### config.mk
export PLATFORM = sky130hd
export DESIGN_NAME = qtlm_div
export DESIGN_NICKNAME = d
export VERILOG_FILES = /design/src/design/qtlm_pkg.sv /design/src/design/qtlm_div.sv
export SDC_FILE = /design/constraint.sdc
export NUM_CORES = 2
export LEC_CHECK = 0
export ABC_CLOCK_PERIOD_IN_PS = 4640
export BUFFER_PORTS_ARGS = -buffer_cell sky130_fd_sc_hd__buf_2
export CAP_MARGIN = 20
export CORE_UTILIZATION = 45
export CTS_BUF_LIST = sky130_fd_sc_hd__clkbuf_4
export CTS_CLUSTER_DIAMETER = 150
export DETAILED_ROUTE_END_ITERATION = 16
export PLACE_DENSITY = 0.69
export SETUP_SLACK_MARGIN = 0.05
export SLEW_MARGIN = 5
export SYNTH_ARGS = -nofsm -noshare
export SYNTH_HDL_FRONTEND = slang
export SYNTH_SLANG_ARGS = --single-unit
### constraint.sdc
create_clock -name clk -period 4.64 [get_ports clk]
set_input_delay 0.464 -clock clk [delete_from_list [all_inputs] [get_ports clk]]
set_output_delay 0.464 -clock clk [all_outputs]
set_load 0.02 [all_outputs]
### src/design/qtlm_pkg.sv
// Package for the quadrotor thrust limiting mixer.
// Holds the fixed widths, thrust constants, register indexes and reset values.
// Used by qtlm_div and quadrotor_thrust_limit_mixer; depends on nothing.
`default_nettype none
package qtlm_pkg;

	localparam int VALUE_WIDTH_DEF = 16;
	localparam int THRUST_WIDTH    = 15;
	localparam int TERM_WIDTH      = 15;
	localparam int MOTOR_WIDTH     = 15;
	localparam int FLOOR_WIDTH     = 14;
	localparam int WEIGHT_WIDTH    = 8;
	localparam int ALLOC_WIDTH     = 14;
	localparam int QUO_WIDTH       = 14;
	localparam int CFG_INDEX_WIDTH = 2;
	localparam int CFG_DATA_WIDTH  = 14;

	localparam int FULL_THRUST = 25600;

	localparam logic [FLOOR_WIDTH-1:0]  FLOOR_RESET   = 14'd3840;
	localparam logic [WEIGHT_WIDTH-1:0] ROLL_W_RESET  = 8'd51;
	localparam logic [WEIGHT_WIDTH-1:0] PITCH_W_RESET = 8'd102;
	localparam logic [WEIGHT_WIDTH-1:0] YAW_W_RESET   = 8'd102;

	typedef enum logic [CFG_INDEX_WIDTH-1:0] {
		REG_FLOOR   = 2'd0,
		REG_ROLL_W  = 2'd1,
		REG_PITCH_W = 2'd2,
		REG_YAW_W   = 2'd3
	} reg_index_t;

endpackage
`default_nettype wire

### src/design/qtlm_div.sv
// Pipelined restoring divider, one quotient bit per register stage.
// The quotient must fit QUO_W bits; uses qtlm_pkg for the default width.
`default_nettype none
module qtlm_div #(
	parameter int NUM_W = 40,
	parameter int QUO_W = qtlm_pkg::QUO_WIDTH
) (
	input  wire logic             clk,
	input  wire logic [NUM_W-1:0] num,
	input  wire logic [NUM_W-1:0] den,
	output logic      [QUO_W-1:0] quo
);

	logic [NUM_W-1:0] rem_s [QUO_W-1];
	logic [NUM_W-1:0] den_s [QUO_W-1];
	logic [QUO_W-1:0] quo_s [QUO_W];

	for (genvar k = 0; k < QUO_W; k++) begin : g_stage
		logic [NUM_W-1:0] r_in;
		logic [NUM_W-1:0] d_in;
		logic [QUO_W-1:0] q_in;
		logic [NUM_W-1:0] d_sh;
		logic             ge;

		if (k == 0) begin : g_first
			assign r_in = num;
			assign d_in = den;
			assign q_in = '0;
		end else begin : g_next
			assign r_in = rem_s[k-1];
			assign d_in = den_s[k-1];
			assign q_in = quo_s[k-1];
		end

		assign d_sh = d_in << (QUO_W - 1 - k);
		assign ge   = (r_in >= d_sh);

		always_ff @(posedge clk) begin
			quo_s[k] <= {q_in[QUO_W-2:0], ge};
		end

		if (k < QUO_W - 1) begin : g_carry
			always_ff @(posedge clk) begin
				rem_s[k] <= ge ? (r_in - d_sh) : r_in;
				den_s[k] <= d_in;
			end
		end
	end

	assign quo = quo_s[QUO_W-1];

endmodule
`default_nettype wire
# Word level (Yosys, flattened, before mapping)
# Memories as Yosys holds them, arrays and structs flattened.
# Cells that the tools add are included.
# word_totals
inputBits,81
reg_bits,0
mem_count,3
ramBits,1236
# mem_list
name,words,width,rd,rd_ports_with_merged_regs,wr,line_no,text
den_s,13,40,13,0,13,qtlm_div.sv:15,logic [NUM_W-1:0] den_s [QUO_W-1];
rem_s,13,40,13,0,13,qtlm_div.sv:14,logic [NUM_W-1:0] rem_s [QUO_W-1];
quo_s,14,14,14,0,14,qtlm_div.sv:16,logic [QUO_W-1:0] quo_s [QUO_W];
# classes
add_sub_neg,13
mux,13
order_cmp,14
# ops
operator,count
40-bit greater-or-equal comparator,14
40-bit two-way mux,13
40-bit subtractor,13

# Longest topological paths before layout
# An unclocked memory read counts as a cell.
# logic_depth
ltp_word,3
mapped_depth,16
ltp_nobuf,14

# Worst setup path before layout
# Ideal clock, no wire load.
# synth_timing
kind,register to register
from,memory rem_s[10][2] (netlist: rem_s[1][82])
to,memory rem_s[11][14] (netlist: rem_s[1][134])
setup_slack_ps,1153
t_arrival_ps,3365
setup_time_ps,121
stages_incl_launch_ff,16
path_cell_list,dfxtp_1 inv_1 ha_1 inv_1 fa_1 a21o_1 a221oi_4 o21ai_2 a2111oi_4 o31ai_2 a211oi_2 a2111oi_0 or3_1 buf_2 buf_6 mux2_4
# synth_lines
element,line_no
"start, declared",qtlm_div.sv:14

==> metrics.yaml <==
run_status:
  outcome: "finished with violations"
  failed_checks: "DRC"
global_route:
  use_met3: 0.03413
  busiest_layer: "met2"
  track_usage: 0.1911
  overflow: 0
  grt_pass1_vias: 40039
  met1_usage: 0.2094
  grt_pass1_wl_mm: 186.6
  grt_max_degree: 70
  antenna_found_initial: 2
  met2_usage: 0.3447
power:
  irDropWorstVdd_mv: 0.3696
  power_density_nw_per_um2: 733.5
  p_leak_uw: 0.02778
  total_power_uw: 43780
routing:
  drc: 2
  vias: 39922
  drt_iter0_drc: 1833
  dr.pass1.iters: 12
  viasPerCell: 5.144
  drt-wirelength-per-cell_um: 14.60
  wirelength_mm: 113.3
  postRouteAntennaNets: 0
cts:
  post_cts_buffers: 0
  ctsResizeCount: 0
  insertion_delay_ps: 1170
  clk_pin_slew_ps: 60
  cts_tree: "built"
  cts_buffers: 316
  cts_sinks: 1145
  h-tree-depth: 5
  ctsHoldBuffers: 163
  cts_root_buf: "clkbuf_4"
  cts_max_path_buffers: 4
final_layout:
  drive_gt1_frac: 0.1293
  final_nets: 6597
  area_growth_pct: 14.23
sta:
  slew_headroom: 0.3368
  post-route-period-util: 0.8926
  period_minus_slack_ps: 4142
  rsz0062_at_grt: "false"
  finalSetupViolCount: 0
  worstMarginPinSlew_ps: 984.5
  report.final.slew_viol_count: 0
  finalHoldViolations: 0
  fin_setup_tns_ps: 0
  fin_skew_ps: 112.4
  clock.fmax_mhz: 241.4
  holdWs_ps: 141.8
worst_setup_path:
  cp_slowest_stage_delay_ps: 530
  crit_path_frequent_cell: "o21ai_1"
  cp-end-kind: "flop"
  crit_arrival_ps: 5150
  path_buf_inv: 2
  startpoint_type: "flop"
  cp_cell_sequence: "inv_1 > ha_1 > or4_1 > o21ai_1 > a21oi_1 > a311o_1 > a221oi_4 > o41a_1 > o21ai_1 > a311o_2 > buf_4 > mux2_4"
  startpoint: "den_s[1][124]$_DFF_P_"
  critPathMaxFanout: 69
  critPathTopFamily: "compound AO/OA/AOI/OAI gates"
  path_depth: 12
  crit_end: "rem_s[1][174]$_DFF_P_"
  worstSetupPathType: "flop to flop"
  regToRegSetupSlack_ps: 500
  r2r_end: "rem_s[1][174]$_DFF_P_"
  r2r_cells: 12
  required_ps: 5650
  r2r-start: "den_s[1][124]$_DFF_P_"
  slowest_stage: "or4_1"
synth:
  synthCells: 5548
  synth_ff_type: "dfxtp_1"
  yosysWarningCount: 0
  syn_area_um2: 52250
  ys_seq_elements: 1145
  post-synth-top-area-cell: "dfxtp_1"
  synth.most_common_cell: "dfxtp_1"
  postSynthAreaPerCell_um2: 9.418
  yosys-top-cells-count: "1145 x dfxtp_1, 584 x inv_1, 560 x a21oi_1"
  mappedNetlistNets: 6111
  synth_edf_count: 0
  async_reset_ff_frac: 0
  yosysSeqAreaShare: 0.4387
  synth_area_leaders: "dfxtp_1 44%, ha_1 11%, a21oi_1 5.4%"
  synth_top_area_frac: 0.4387
  ys_types: 94
place:
  portBuffers: 94
  hpwl_mm: 84.34
  place_congestion: 0.9391
floorplanning:
  fp-row-count: 124
  core_area_um2: 114700
  io_pins: 95
  dieWidth_um: 342.8
  die_h_um: 342.8
  start_util: 0.4557
  die_area_um2: 117500
run:
  maxCapViolations: 0
hold_path:
  min_path_type: "input port to flop"
  holdPathStages: 4
-- power by group --
part | leakage, uW | switching (uW) | internal, uW | total (uW)
Sequential | 0.00966 | 1400 | 12600 | 14000
Combinational | 0.0160 | 11700 | 9910 | 21600
Clock | 0.00217 | 3910 | 4230 | 8140
Total | 0.0278 | 17000 | 26700 | 43800
-- cells in the final DEF, fill, tap and decap left out, types with 13 or more instances in the layout --
cell type | netlist | routed
a2111oi_0 | 15 | 15
a211oi_1 | 28 | 28
a21boi_0 | 13 | 13
a21o_1 | 204 | 204
a21oi_1 | 560 | 560
a31oi_1 | 49 | 49
and2_1 | 15 | 15
and3_1 | 35 | 35
buf_2 | 19 | 94
buf_4 | 2 | 26
clkbuf_4 | 0 | 418
clkinv_1 | 0 | 78
clkinv_2 | 0 | 18
dfxtp_1 | 1145 | 1145
dlygate4sd3_1 | 0 | 163
fa_1 | 13 | 13
ha_1 | 469 | 469
inv_1 | 584 | 584
mux2_2 | 146 | 146
mux2_4 | 26 | 26
nand2_1 | 260 | 260
nand2b_1 | 58 | 58
nand3_1 | 94 | 94
nand4_1 | 62 | 62
nor2_1 | 424 | 423
nor2b_1 | 64 | 64
nor3_1 | 58 | 58
nor4_1 | 22 | 22
nor4b_1 | 15 | 15
o211ai_1 | 34 | 34
o21a_1 | 63 | 63
o21ai_0 | 244 | 244
o21bai_1 | 59 | 59
o31a_1 | 17 | 17
o31ai_1 | 32 | 31
or2_2 | 18 | 18
or3_1 | 18 | 17
or4_1 | 13 | 13
xnor2_1 | 239 | 239
xor2_1 | 122 | 122
-- stage by stage --
stage	cells	util	setup slack, ps	area, um2
2_1_floorplan	5548	-	1153	52250
3_3_place_gp	7065	0.4747	572.7	54430
3_5_place_dp	7065	0.4747	543.8	54430
4_1_cts	7754	0.5204	520.6	59670
5_1_grt	7761	0.5206	183.0	59690
6_report	7761	0.5206	498.2	59690
-- worst min-delay path by stage --
stage                                     start               endpoint
after CTS                               num[34]   rem_s[0][34]$_DFF_P_
final                                   num[27]   rem_s[0][27]$_DFF_P_
after global placement    den_s[0][278]$_DFF_P_  den_s[0][318]$_DFF_P_
after global routing                    num[27]   rem_s[0][27]$_DFF_P_
after floorplan            den_s[0][69]$_DFF_P_  den_s[0][109]$_DFF_P_
after detailed placement  den_s[0][277]$_DFF_P_  den_s[0][317]$_DFF_P_
-- registers in the layout, summed over array words and instances, names as in the netlist --
register  cells
rem_s       520
den_s       520
quo_s       105
-- logic make-up after synthesis --
kind of cell / Yosys count / share of synthesized area
adder cells (fa/ha/maj): 482 / 0.1173
AO/OA/AOI/OAI: 1469 / 0.1782
AND/OR/NAND/NOR: 1193 / 0.1091
XOR/XNOR: 361 / 0.06051
multiplexers: 192 / 0.04298
flip-flops: 1145 / 0.4387
buffers and inverters: 706 / 0.05318
-- worst min-delay path, delay by kind of cell --
kind | cells | cell delay [ps]
buffers and inverters | 3 | 700
AO/OA/AOI/OAI | 1 | 70
-- metal layers --
metal  share of wire  up-vias
met2            0.49      973
met5               0        -
met4           0.048        0
met3           0.035      361
li1                -    20476
met1            0.42    18112
-- final cells by class --
type	instances	area [um2]
multi-input cells	3697	26620
clock buffers	418	3138
flip-flops and latches	1145	22920
inverters	584	2192
diodes	7	17.52
fillers	10489	54970
repair buffers	290	2437
clock inverters	108	467.9
well taps	1512	1892
Power figures use the tool's default switching activity.
